File: config.mk
export PLATFORM = sky130hd
export DESIGN_NAME = rv32i_execute_core
export DESIGN_NICKNAME = d
export VERILOG_FILES = /design/src/hdl/rv32x_pkg.sv /design/src/hdl/rv32x_regfile.sv /design/src/hdl/rv32x_exec.sv /design/src/hdl/rv32i_execute_core.sv
export SDC_FILE = /design/constraint.sdc
export NUM_CORES = 2
export LEC_CHECK = 0
export BUFFER_PORTS_ARGS = -buffer_cell sky130_fd_sc_hd__buf_2
export CORE_ASPECT_RATIO = 2
export CORE_MARGIN = 2
export CORE_UTILIZATION = 45
export DETAILED_ROUTE_END_ITERATION = 12
export GPL_TIMING_DRIVEN = 0
export SLEW_MARGIN = 0
export SYNTH_ARGS = -nofsm -noshare
export SYNTH_HDL_FRONTEND = slang
export SYNTH_SLANG_ARGS = --single-unit
File: constraint.sdc
create_clock -name i_clk -period 12.3 [get_ports i_clk]
set_input_delay 0 -clock i_clk [delete_from_list [all_inputs] [get_ports i_clk]]
set_output_delay 0 -clock i_clk [all_outputs]
set_load 0.02 [all_outputs]
File: src/hdl/rv32x_pkg.sv
// Package for the RV32I execute core: opcodes, result kinds, trap causes, decode helpers.
// No dependencies.
package rv32x_pkg;

    localparam int unsigned RegCount = 32;
    localparam int unsigned RegIdxW  = 5;

    typedef enum logic [1:0] {
        K_RETIRED = 2'd0,
        K_TRAP    = 2'd1,
        K_LOAD    = 2'd2,
        K_STORE   = 2'd3
    } t_kind;

    typedef enum logic [1:0] {
        C_ILLEGAL  = 2'd0,
        C_BREAK    = 2'd1,
        C_NOTIMPL  = 2'd2,
        C_MEMFAULT = 2'd3
    } t_cause;

    localparam logic [6:0] OPC_LUI    = 7'h37;
    localparam logic [6:0] OPC_PCREL  = 7'h17;
    localparam logic [6:0] OPC_JAL    = 7'h6f;
    localparam logic [6:0] OPC_JALR   = 7'h67;
    localparam logic [6:0] OPC_BRCH   = 7'h63;
    localparam logic [6:0] OPC_LOAD   = 7'h03;
    localparam logic [6:0] OPC_STR    = 7'h23;
    localparam logic [6:0] OPC_IMM    = 7'h13;
    localparam logic [6:0] OPC_REG    = 7'h33;
    localparam logic [6:0] OPC_FENCE  = 7'h0f;
    localparam logic [6:0] OPC_SYS    = 7'h73;

    localparam logic [6:0]  F7_ALT    = 7'b0100000;
    localparam logic [11:0] F12_ECALL = 12'h000;
    localparam logic [11:0] F12_EBRK  = 12'h001;
    localparam logic [11:0] F12_URET  = 12'h002;
    localparam logic [11:0] F12_SRET  = 12'h102;
    localparam logic [11:0] F12_MRET  = 12'h302;

    // Architectural side effects of one item, from execute stage to state.
    typedef struct packed {
        logic                 rf_we;
        logic [RegIdxW-1:0]   rf_idx;
        logic [31:0]          rf_data;
        logic [31:0]          pc;
        logic                 trap;
        logic                 ld_set;
        logic                 ld_clr;
        logic [2:0]           ld_fmt;
        logic [RegIdxW-1:0]   ld_dst;
        logic [31:0]          ld_addr;
    } t_upd;

    typedef struct packed {
        logic [1:0]  kind;
        logic [31:0] next_pc;
        logic [31:0] mem_address;
        logic [1:0]  mem_size;
        logic [31:0] store_data;
        logic [1:0]  trap_cause;
        logic [31:0] trap_value;
    } t_res;

    function automatic logic lt_s(input logic [31:0] a, input logic [31:0] b);
        return $signed(a) < $signed(b);
    endfunction

endpackage

File: src/hdl/rv32x_regfile.sv
// Register file, x0 at zero: two combinational read ports, item and sp write ports.
// Depends on rv32x_pkg.
module rv32x_regfile (
    input  logic                          i_clk,
    input  logic                          i_rst_n,
    input  logic [rv32x_pkg::RegIdxW-1:0] i_ra,
    input  logic [rv32x_pkg::RegIdxW-1:0] i_rb,
    output logic [31:0]                   o_a,
    output logic [31:0]                   o_b,
    input  logic                          i_we,
    input  logic [rv32x_pkg::RegIdxW-1:0] i_widx,
    input  logic [31:0]                   i_wdata,
    input  logic                          i_sp_we,
    input  logic [31:0]                   i_sp
);
    import rv32x_pkg::*;

    logic [31:0] r_regs [1:RegCount-1];
    logic        ra_ok, rb_ok, w_ok;

    // indexes past the implemented registers read as zero and drop writes
    assign ra_ok = (i_ra != '0) && (32'(i_ra) < RegCount);
    assign rb_ok = (i_rb != '0) && (32'(i_rb) < RegCount);
    assign w_ok  = (i_widx != '0) && (32'(i_widx) < RegCount);

    always_ff @(posedge i_clk) begin
        if (!i_rst_n) begin
            for (int i = 1; i < RegCount; i++) begin
                r_regs[i] <= '0;
            end
        end else begin
            if (i_we && w_ok) begin
                r_regs[i_widx] <= i_wdata;
            end
            // config write to sp lands after any item write
            if (i_sp_we) begin
                r_regs[2] <= i_sp;
            end
        end
    end

    assign o_a = ra_ok ? r_regs[i_ra] : '0;
    assign o_b = rb_ok ? r_regs[i_rb] : '0;

endmodule

File: src/hdl/rv32x_exec.sv
// Combinational decode and execute of one item against current architectural state.
// Depends on rv32x_pkg.
module rv32x_exec (
    input  logic                          i_mode,
    input  logic [31:0]                   i_instruction,
    input  logic [31:0]                   i_load_data,
    input  logic                          i_load_fault,
    input  logic [31:0]                   i_a,
    input  logic [31:0]                   i_b,
    input  logic [31:0]                   i_pc,
    input  logic [31:0]                   i_saved_pc,
    input  logic                          i_ld_pend,
    input  logic [2:0]                    i_ld_fmt,
    input  logic [rv32x_pkg::RegIdxW-1:0] i_ld_dst,
    input  logic [31:0]                   i_ld_addr,
    output rv32x_pkg::t_upd               o_upd,
    output rv32x_pkg::t_res               o_res
);
    import rv32x_pkg::*;

    logic [31:0] w, imm_i, imm_s, imm_b, imm_j, r, ld_v, pc4;
    logic [6:0]  op, f7;
    logic [2:0]  f3;
    logic [4:0]  sh;
    logic        take, ill;

    always_comb begin
        w     = i_instruction;
        op    = w[6:0];
        f3    = w[14:12];
        f7    = w[31:25];
        sh    = w[24:20];
        imm_i = {{20{w[31]}}, w[31:20]};
        imm_s = {{20{w[31]}}, w[31:25], w[11:7]};
        imm_b = {{19{w[31]}}, w[31], w[7], w[30:25], w[11:8], 1'b0};
        imm_j = {{11{w[31]}}, w[31], w[19:12], w[20], w[30:21], 1'b0};
        pc4   = i_pc + 32'd4;
        r     = '0;
        take  = 1'b0;
        ill   = 1'b0;
        ld_v  = '0;

        o_upd = '0;
        o_upd.pc      = i_pc;
        o_upd.rf_idx  = w[11:7];
        o_upd.ld_fmt  = f3;
        o_upd.ld_dst  = w[11:7];
        o_upd.ld_addr = i_a + imm_i;
        o_res = '0;
        o_res.kind = K_RETIRED;

        if (i_mode) begin
            if (i_ld_pend) begin
                o_upd.ld_clr = 1'b1;
                if (i_load_fault) begin
                    o_upd.trap       = 1'b1;
                    o_res.kind       = K_TRAP;
                    o_res.trap_cause = C_MEMFAULT;
                    o_res.trap_value = i_ld_addr;
                end else begin
                    unique case (i_ld_fmt)
                        3'd0:    ld_v = {{24{i_load_data[7]}}, i_load_data[7:0]};
                        3'd1:    ld_v = {{16{i_load_data[15]}}, i_load_data[15:0]};
                        3'd4:    ld_v = {24'd0, i_load_data[7:0]};
                        3'd5:    ld_v = {16'd0, i_load_data[15:0]};
                        default: ld_v = i_load_data;
                    endcase
                    o_upd.rf_we   = 1'b1;
                    o_upd.rf_idx  = i_ld_dst;
                    o_upd.rf_data = ld_v;
                    o_upd.pc      = pc4;
                end
            end
        end else begin
            o_upd.ld_clr = 1'b1;
            unique case (op)
                OPC_LUI: begin
                    o_upd.rf_we = 1'b1; o_upd.rf_data = {w[31:12], 12'd0}; o_upd.pc = pc4;
                end
                OPC_PCREL: begin
                    o_upd.rf_we = 1'b1; o_upd.rf_data = i_pc + {w[31:12], 12'd0};
                    o_upd.pc = pc4;
                end
                OPC_JAL: begin
                    o_upd.rf_we = 1'b1; o_upd.rf_data = pc4; o_upd.pc = i_pc + imm_j;
                end
                OPC_JALR: begin
                    if (f3 != 3'd0) ill = 1'b1;
                    else begin
                        o_upd.rf_we = 1'b1; o_upd.rf_data = pc4;
                        o_upd.pc = (i_a + imm_i) & ~32'd1;
                    end
                end
                OPC_BRCH: begin
                    unique case (f3)
                        3'd0: take = i_a == i_b;
                        3'd1: take = i_a != i_b;
                        3'd4: take = lt_s(i_a, i_b);
                        3'd5: take = !lt_s(i_a, i_b);
                        3'd6: take = i_a < i_b;
                        3'd7: take = i_a >= i_b;
                        default: ill = 1'b1;
                    endcase
                    o_upd.pc = i_pc + (take ? imm_b : 32'd4);
                end
                OPC_LOAD: begin
                    if (f3 == 3'd3 || f3 > 3'd5) ill = 1'b1;
                    else begin
                        o_upd.ld_set      = 1'b1;
                        o_res.kind        = K_LOAD;
                        o_res.mem_address = i_a + imm_i;
                        o_res.mem_size    = f3[1:0];
                    end
                end
                OPC_STR: begin
                    if (f3 > 3'd2) ill = 1'b1;
                    else begin
                        o_res.kind        = K_STORE;
                        o_res.mem_address = i_a + imm_s;
                        o_res.mem_size    = f3[1:0];
                        o_res.store_data  = (f3 == 3'd0) ? {24'd0, i_b[7:0]} :
                                            (f3 == 3'd1) ? {16'd0, i_b[15:0]} : i_b;
                        o_upd.pc = pc4;
                    end
                end
                OPC_IMM: begin
                    unique case (f3)
                        3'd0: r = i_a + imm_i;
                        3'd2: r = {31'd0, lt_s(i_a, imm_i)};
                        3'd3: r = {31'd0, i_a < imm_i};
                        3'd4: r = i_a ^ imm_i;
                        3'd6: r = i_a | imm_i;
                        3'd7: r = i_a & imm_i;
                        3'd1: begin
                            if (f7 != 7'd0) ill = 1'b1;
                            r = i_a << sh;
                        end
                        default: begin
                            if (f7 == 7'd0) r = i_a >> sh;
                            else if (f7 == F7_ALT) r = $unsigned($signed(i_a) >>> sh);
                            else ill = 1'b1;
                        end
                    endcase
                    o_upd.rf_we = !ill; o_upd.rf_data = r; o_upd.pc = pc4;
                end
                OPC_REG: begin
                    if (f7 == F7_ALT && f3 == 3'd0) r = i_a - i_b;
                    else if (f7 == F7_ALT && f3 == 3'd5)
                        r = $unsigned($signed(i_a) >>> i_b[4:0]);
                    else if (f7 != 7'd0) ill = 1'b1;
                    else begin
                        unique case (f3)
                            3'd0: r = i_a + i_b;
                            3'd1: r = i_a << i_b[4:0];
                            3'd2: r = {31'd0, lt_s(i_a, i_b)};
                            3'd3: r = {31'd0, i_a < i_b};
                            3'd4: r = i_a ^ i_b;
                            3'd5: r = i_a >> i_b[4:0];
                            3'd6: r = i_a | i_b;
                            default: r = i_a & i_b;
                        endcase
                    end
                    o_upd.rf_we = !ill; o_upd.rf_data = r; o_upd.pc = pc4;
                end
                OPC_FENCE: begin
                    if (f3 == 3'd0) begin
                        o_upd.trap = 1'b1; o_res.kind = K_TRAP; o_res.trap_cause = C_NOTIMPL;
                    end else ill = 1'b1;
                end
                OPC_SYS: begin
                    if (w[19:7] != 13'd0) ill = 1'b1;
                    else if (w[31:20] == F12_ECALL || w[31:20] == F12_URET ||
                             w[31:20] == F12_SRET) begin
                        o_upd.trap = 1'b1; o_res.kind = K_TRAP; o_res.trap_cause = C_NOTIMPL;
                    end else if (w[31:20] == F12_EBRK) begin
                        o_upd.trap = 1'b1; o_res.kind = K_TRAP; o_res.trap_cause = C_BREAK;
                    end else if (w[31:20] == F12_MRET) begin
                        o_upd.pc = i_saved_pc + 32'd4;
                    end else ill = 1'b1;
                end
                default: ill = 1'b1;
            endcase
            if (ill) begin
                o_upd.rf_we      = 1'b0;
                o_upd.ld_set     = 1'b0;
                o_upd.trap       = 1'b1;
                o_upd.pc         = i_pc;
                o_res            = '0;
                o_res.kind       = K_TRAP;
                o_res.trap_cause = C_ILLEGAL;
                o_res.trap_value = w;
            end
        end
        if (o_upd.trap) o_upd.pc = i_pc;
        o_res.next_pc = o_upd.pc;
    end

endmodule

File: src/hdl/rv32i_execute_core.sv
// Top level of the RV32I execute core: input register, state, result register, APB port.
// Depends on rv32x_pkg, rv32x_regfile and rv32x_exec.
//
// Use: each input item is either an instruction word (mode 0) or the response to a
// load that an earlier item requested (mode 1). Every item gives exactly one result
// item: retired, trap taken, load request or store request, with the new PC.
// Channels use valid/stall; an item moves when valid is high and stall is low.
// Path: an accepted item is held in the input register, where it is decoded and
// executed against the register file, PC and trap registers; its result is loaded
// into the output register when the item advances, which raises o_valid.
// Throughput: one item per cycle while the receiver does not stall; the execute path
// runs combinationally from the input register through the register file read, ALU
// and write-back. State is committed when the item leaves the input register, so
// the next item always sees it.
// If the receiver stalls, the output register holds its result, the input register
// holds its item, and the input side is stalled only while both are full and the
// receiver is stalling.
// Reset (synchronous, active low) clears the registers, PC, trap state and pending
// load and sets the stack pointer register to zero. Writing initial_stack_pointer
// over APB (address 0) also loads x2 at once. Reads return it at address 0, else zero.
module rv32i_execute_core (
    input  logic        i_clk,
    input  logic        i_rst_n,
    input  logic        i_valid,
    output logic        o_stall,
    input  logic        i_mode,
    input  logic [31:0] i_instruction,
    input  logic [31:0] i_load_data,
    input  logic        i_load_fault,
    output logic        o_valid,
    input  logic        i_stall,
    output logic [1:0]  o_kind,
    output logic [31:0] o_next_pc,
    output logic [31:0] o_mem_address,
    output logic [1:0]  o_mem_size,
    output logic [31:0] o_store_data,
    output logic [1:0]  o_trap_cause,
    output logic [31:0] o_trap_value,
    input  logic        psel,
    input  logic        penable,
    input  logic        pwrite,
    input  logic [2:0]  paddr,
    input  logic [31:0] pwdata,
    output logic [31:0] prdata,
    output logic        pready
);
    import rv32x_pkg::*;

    // input register
    logic        r_iv;
    logic        r_mode, r_fault;
    logic [31:0] r_instr, r_ldata;
    // architectural state
    logic [31:0] r_pc, r_saved_pc, r_saved_value, r_ld_addr, r_isp;
    logic [1:0]  r_saved_cause;
    logic        r_ld_pend;
    logic [2:0]  r_ld_fmt;
    logic [RegIdxW-1:0] r_ld_dst;
    // output register
    logic        r_ov;
    t_res        r_res;

    logic        adv, out_free, sp_we;
    logic [31:0] a, b;
    t_upd        upd;
    t_res        res;

    assign out_free = !r_ov || !i_stall;
    assign adv      = r_iv && out_free;
    assign o_stall  = r_iv && !out_free;
    assign sp_we    = psel && penable && pwrite && paddr == 3'd0;
    assign pready   = 1'b1;
    assign prdata   = (paddr == 3'd0) ? r_isp : 32'd0;

    rv32x_regfile u_rf (
        .i_clk   (i_clk),
        .i_rst_n (i_rst_n),
        .i_ra    (r_instr[19:15]),
        .i_rb    (r_instr[24:20]),
        .o_a     (a),
        .o_b     (b),
        .i_we    (adv && upd.rf_we),
        .i_widx  (upd.rf_idx),
        .i_wdata (upd.rf_data),
        .i_sp_we (sp_we),
        .i_sp    (pwdata)
    );

    rv32x_exec u_ex (
        .i_mode        (r_mode),
        .i_instruction (r_instr),
        .i_load_data   (r_ldata),
        .i_load_fault  (r_fault),
        .i_a           (a),
        .i_b           (b),
        .i_pc          (r_pc),
        .i_saved_pc    (r_saved_pc),
        .i_ld_pend     (r_ld_pend),
        .i_ld_fmt      (r_ld_fmt),
        .i_ld_dst      (r_ld_dst),
        .i_ld_addr     (r_ld_addr),
        .o_upd         (upd),
        .o_res         (res)
    );

    always_ff @(posedge i_clk) begin
        if (!i_rst_n) begin
            r_iv          <= 1'b0;
            r_ov          <= 1'b0;
            r_pc          <= '0;
            r_saved_pc    <= '0;
            r_saved_cause <= '0;
            r_saved_value <= '0;
            r_ld_pend     <= 1'b0;
            r_ld_fmt      <= '0;
            r_ld_dst      <= '0;
            r_ld_addr     <= '0;
            r_isp         <= '0;
        end else begin
            if (sp_we) r_isp <= pwdata;
            if (i_valid && !o_stall) begin
                r_iv    <= 1'b1;
                r_mode  <= i_mode;
                r_instr <= i_instruction;
                r_ldata <= i_load_data;
                r_fault <= i_load_fault;
            end else if (adv) begin
                r_iv <= 1'b0;
            end
            if (adv) begin
                r_ov  <= 1'b1;
                r_res <= res;
                r_pc  <= upd.pc;
                if (upd.trap) begin
                    r_saved_pc    <= r_pc;
                    r_saved_cause <= res.trap_cause;
                    r_saved_value <= res.trap_value;
                end
                if (upd.ld_set) begin
                    r_ld_pend <= 1'b1;
                    r_ld_fmt  <= upd.ld_fmt;
                    r_ld_dst  <= upd.ld_dst;
                    r_ld_addr <= upd.ld_addr;
                end else if (upd.ld_clr) begin
                    r_ld_pend <= 1'b0;
                end
            end else if (!i_stall) begin
                r_ov <= 1'b0;
            end
        end
    end

    // saved cause/value are architectural only; not visible on the ports
    logic unused_ok;
    assign unused_ok = ^{r_saved_cause, r_saved_value};

    assign o_valid       = r_ov;
    assign o_kind        = r_res.kind;
    assign o_next_pc     = r_res.next_pc;
    assign o_mem_address = r_res.mem_address;
    assign o_mem_size    = r_res.mem_size;
    assign o_store_data  = r_res.store_data;
    assign o_trap_cause  = r_res.trap_cause;
    assign o_trap_value  = r_res.trap_value;

endmodule
==> out/results.ini, run 1 <==
[run_status]
status=stopped before the end
firstError=[ERROR GRT-0116] Global routing finished with congestion. Check the congestion regions in the DRC Viewer.
failing_step=global routing

[global_route]
grt.total_usage=0.890
grt_max_degree=80
grt_pass1_vias=127159
overflow=12007
grt_pass1_wl_um=1370000

[die]
num_io_pins=277
initial_core_util=0.453
dieHeight_um=646
die_w_um=325
core.rowCount=235

[yosys]
synth-edff-count=1224
ys_types=124
syn_inst=9171
synth.avg_cell_area_um2=10.1
synthesis.area_um2=92800
ys_seq_area_frac=0.428
ys.flop_type=edfxtp_1
yosysWarnings=0
ys_seq_elements=1373
synthArstFlopShare=0

[placed_design]
port_buffers=275
dp_hpwl_um=590000
gp_congestion=1.27

[clocking]
clock_path_buffers=4
cts_root_buf=clkbuf_16
cts_sinks=1373
htreeDepth=4
cts_buffers=138

==> layer usage <==
| layer | overflow | global-route usage |
|---|---|---|
| met1 | 213 | 0.812 |
| met2 | 9070 | 1.16 |
| met3 | 267 | 0.675 |
| met4 | 2428 | 0.974 |
| met5 | 29 | 0.313 |
==> synth_stat cells, types with 53 or more instances <==
cell type | n | area share
nor2_1 | 1445 | 0.058
edfxtp_1 | 1224 | 0.40
nand2_1 | 782 | 0.032
a21oi_1 | 602 | 0.032
clkbuf_1 | 475 | 0.019
mux2i_1 | 439 | 0.047
o21ai_0 | 405 | 0.022
mux4_2 | 385 | 0.093
ha_1 | 284 | 0.038
a22oi_1 | 267 | 0.022
nand3_1 | 242 | 0.013
inv_1 | 171 | 0.0069
buf_2 | 162 | 0.0087
dfxtp_1 | 149 | 0.032
nor3_1 | 141 | 0.0076
o211ai_1 | 111 | 0.0090
xnor2_1 | 110 | 0.010
a211oi_1 | 104 | 0.0084
a21o_1 | 98 | 0.0079
and2_1 | 85 | 0.0057
o221ai_1 | 75 | 0.0071
a31oi_1 | 73 | 0.0049
o22ai_1 | 65 | 0.0044
nand4_1 | 63 | 0.0042
xor2_1 | 61 | 0.0058
nand2b_1 | 57 | 0.0038
a22o_1 | 53 | 0.0050
==> per-stage QoR <==
step	utilization	setup WS [ns]	cells	area, um^2
3_3_place_gp	0.477	-4.69	12202	97800
4_1_cts	0.521	0.00835	12732	107000
2_1_floorplan	-	3.46	9202	93000
3_5_place_dp	0.489	-4.24	12318	100000
==> timing repair <==
action,4_1_cts
resized for setup,128
gates cloned,0
endpoints found under the setup margin,254
hold buffers,169
buffers inserted,10
endpoints found under the hold margin,142
pin swaps,3
==> kinds of logic after synthesis <==
group	share of synthesized area
xor gates and xnor gates	0.0161
other	0.0000809
and+or+nand+nor	0.147
adders and majority gates	0.0397
DFF	0.428
AOI/OAI and AO/OA	0.174
buffers and inverters	0.0495
muxes	0.146
==> inputs of run 2 (changes only) <==
Settings changed: CORE_ASPECT_RATIO 2 to not set, CORE_UTILIZATION 45 to 30, PLACE_DENSITY_LB_ADDON set to 0.15.
==> out/results.ini, run 2 <==
[run_status]
status=finished with violations
failed_checks=capacitance limit, slew limit, setup timing

[clocking]
clk_latency_ns=0.91
cts_buffers=170
clock_path_buffers=4
clkTransAtPathRegs_ns=0.06
cts_root_buf=clkbuf_16
tritoncts=yes
cts_sinks=1373
htreeDepth=4

[critical_path]
cp_max_fo=10
cp.required_ns=12.88
reg2reg_to=u_rf.r_regs[8][12]$_SDFFCE_PN0P_
cp-start-kind=flop
crit_type=flop to flop
slowest_stage=and2_1
path_common_cell=buf_2
cpPeakStageDelay_ns=1.23
r2r_slack_ns=-0.11
cp-end-kind=flop
crit_arrival_ns=12.98
r2r_cells=26

[layout]
post_route_cells_drive_above_1_share=0.168
fin_area_um2=109000
final_common_cell=nor2_1
final_cell_mix=nor2_1, edfxtp_1, nand2_1
nNetsFinal=10316
largest_register_ffs=1024
syn_to_final_growth_pct=17.7
largest-register=u_rf.r_regs

[pwr]
power_density_nw_per_um2=146
ir_drop_mv=0.127
leakage_nw=38.9

[yosys]
yosysWarnings=0
ys_types=124
ys_seq_area_frac=0.428
syn_inst=9171
synth-edff-count=1224
synthArstFlopShare=0
ys.flop_type=edfxtp_1
yosysMostFrequentCell=nor2_1
yosysTopAreaCell=edfxtp_1
synthTopCellsByArea=edfxtp_1, mux4_2, nor2_1
ys_seq_elements=1373
synth.avg_cell_area_um2=10.1
synth_top_cell_area_share=0.396
synthesis.area_um2=92800
synth_top_cells_by_count=nor2_1, edfxtp_1, nand2_1

[global_route]
top_usage_layer=met2
use_met1=0.510
grt_util_met3=0.101
use_met2=0.618
overflow=0
antenna_found_initial=63
grt_max_degree=71
grt.total_usage=0.414
grt_pass1_wl_um=867000
grt_pass1_vias=86176

[die]
core.rowCount=204
initial_core_util=0.301
dieHeight_um=560
num_io_pins=277
dieArea_um2=314000
core_um2=308000
die_w_um=560

[placed_design]
placed_area_um2=101000
port_buffers=275
gp_congestion=1.05
dp_hpwl_um=528000

[sta]
slew_violations=77
worst_slew_pin_slew_ns=1.67
layout_setup_ws_ns=-0.109
period_share=1.01
hold_viol=0
rsz0062_at_grt=no
skew_ns=0.0761
finalSetupViolations=33
period_minus_slack_ns=12.41
slew_headroom=-0.118
fmax_mhz=80.6
setup-tns-final_ns=-1.78

[route]
vias=92038
drtIter0Drc=14812
via_per_inst=6.47
wire_per_inst_um=47.3
drc=0
drt-total-wl_um=672000
ant_nets=0
firstDrtPassIters=9

[worst_hold_path]
holdCritPathClass=input port to flop
hp-start=i_instruction[20]
min_path_cells=4

[flow_run]
maxCapViolCount=11

run 2: cell counts after synthesis:
No cell type changed its count.
run 2: power by group:
group / total (W) / switching, W / internal, W
clock: 0.00508 / 0.00227 / 0.00280
combinational: 0.00551 / 0.00412 / 0.00140
sequential: 0.00534 / 0.000126 / 0.00522
run 2: metrics by stage:
step | setup slack [ns] | power (W) | instances | hold slack (ns) | utilization
after floorplan | 3.46 | 0.00781 | 9202 | 0.0989 | -
after global placement | -3.20 | 0.0105 | 13597 | 0.178 | 0.323
after detailed placement | -2.78 | 0.0105 | 13678 | 0.178 | 0.329
after CTS | 0.0136 | 0.0156 | 14171 | 0.00134 | 0.353
after global routing | 0.00586 | 0.0161 | 14181 | 0.0199 | 0.354
final | -0.109 | 0.0159 | 14222 | 0.0140 | 0.354
run 2: cells by family after synthesis:
kind of cell	Yosys count	synth area share
simple gates	3098	0.147
compound gates	2389	0.174
flops	1373	0.428
buf+inv	983	0.0495
mux	864	0.146
fa+ha+maj	291	0.0397
xor+xnor	171	0.0161
other cells	2	0.0000809
run 2: timing repair:
action / CTS / global route
gates resized for setup: 127 / 48
cloned: 0 / 0
endpoints found under the hold margin: 158 / 0
buffers inserted: 4 / 1
endpoints found under the setup margin: 152 / 22
pin swaps: 1 / 2
hold buffers: 186 / 0
run 2: layout make-up:
type,count,area [um^2]
antenna,51,128
buffer,784,4090
clock buffer,205,4480
clock inverter,100,882
fill,31550,199000
inverter,195,744
multi-input combinational,6846,49300
sequential,1373,39700
tap,4120,5150
timing repair buffer,548,4790
run 2: worst max-delay path by stage:
stage	endpoint	start	cells after the start	slack [ns]
2_1_floorplan	o_next_pc[20]$_DFFE_PP_	flop	35	3.46
4_1_cts	o_next_pc[28]$_DFFE_PP_	flop	35	0.01
6_report	u_rf.r_regs[8][12]$_SDFFCE_PN0P_	flop	26	-0.11
3_5_place_dp	o_next_pc[28]$_DFFE_PP_	flop	35	-2.78
5_1_grt	o_next_pc[31]$_DFFE_PP_	flop	34	0.006
3_3_place_gp	o_next_pc[20]$_DFFE_PP_	flop	35	-3.20
run 2: worst max-delay path: cells and delay by family (launching register included):
family / cells / cell delay (ns)
muxes: 1 / 0.18
AOI/OAI and AO/OA: 10 / 4.70
and+or+nand+nor: 5 / 2.57
xor gates and xnor gates: 1 / 0.59
buffers and inverters: 8 / 3.10
DFF: 1 / 0.41
adders and majority gates: 1 / 0.44
run 2: per-layer routing:
layer  wire [um]  share of wire  vias to the layer above
met5         181        0.00027                        -
met4       62700          0.093                       22
met3       65100          0.097                     1769
met2      289000           0.43                     6989
met1      255000           0.38                    47130
li1            -              -                    36128
(Power assumes the default switching activity.)
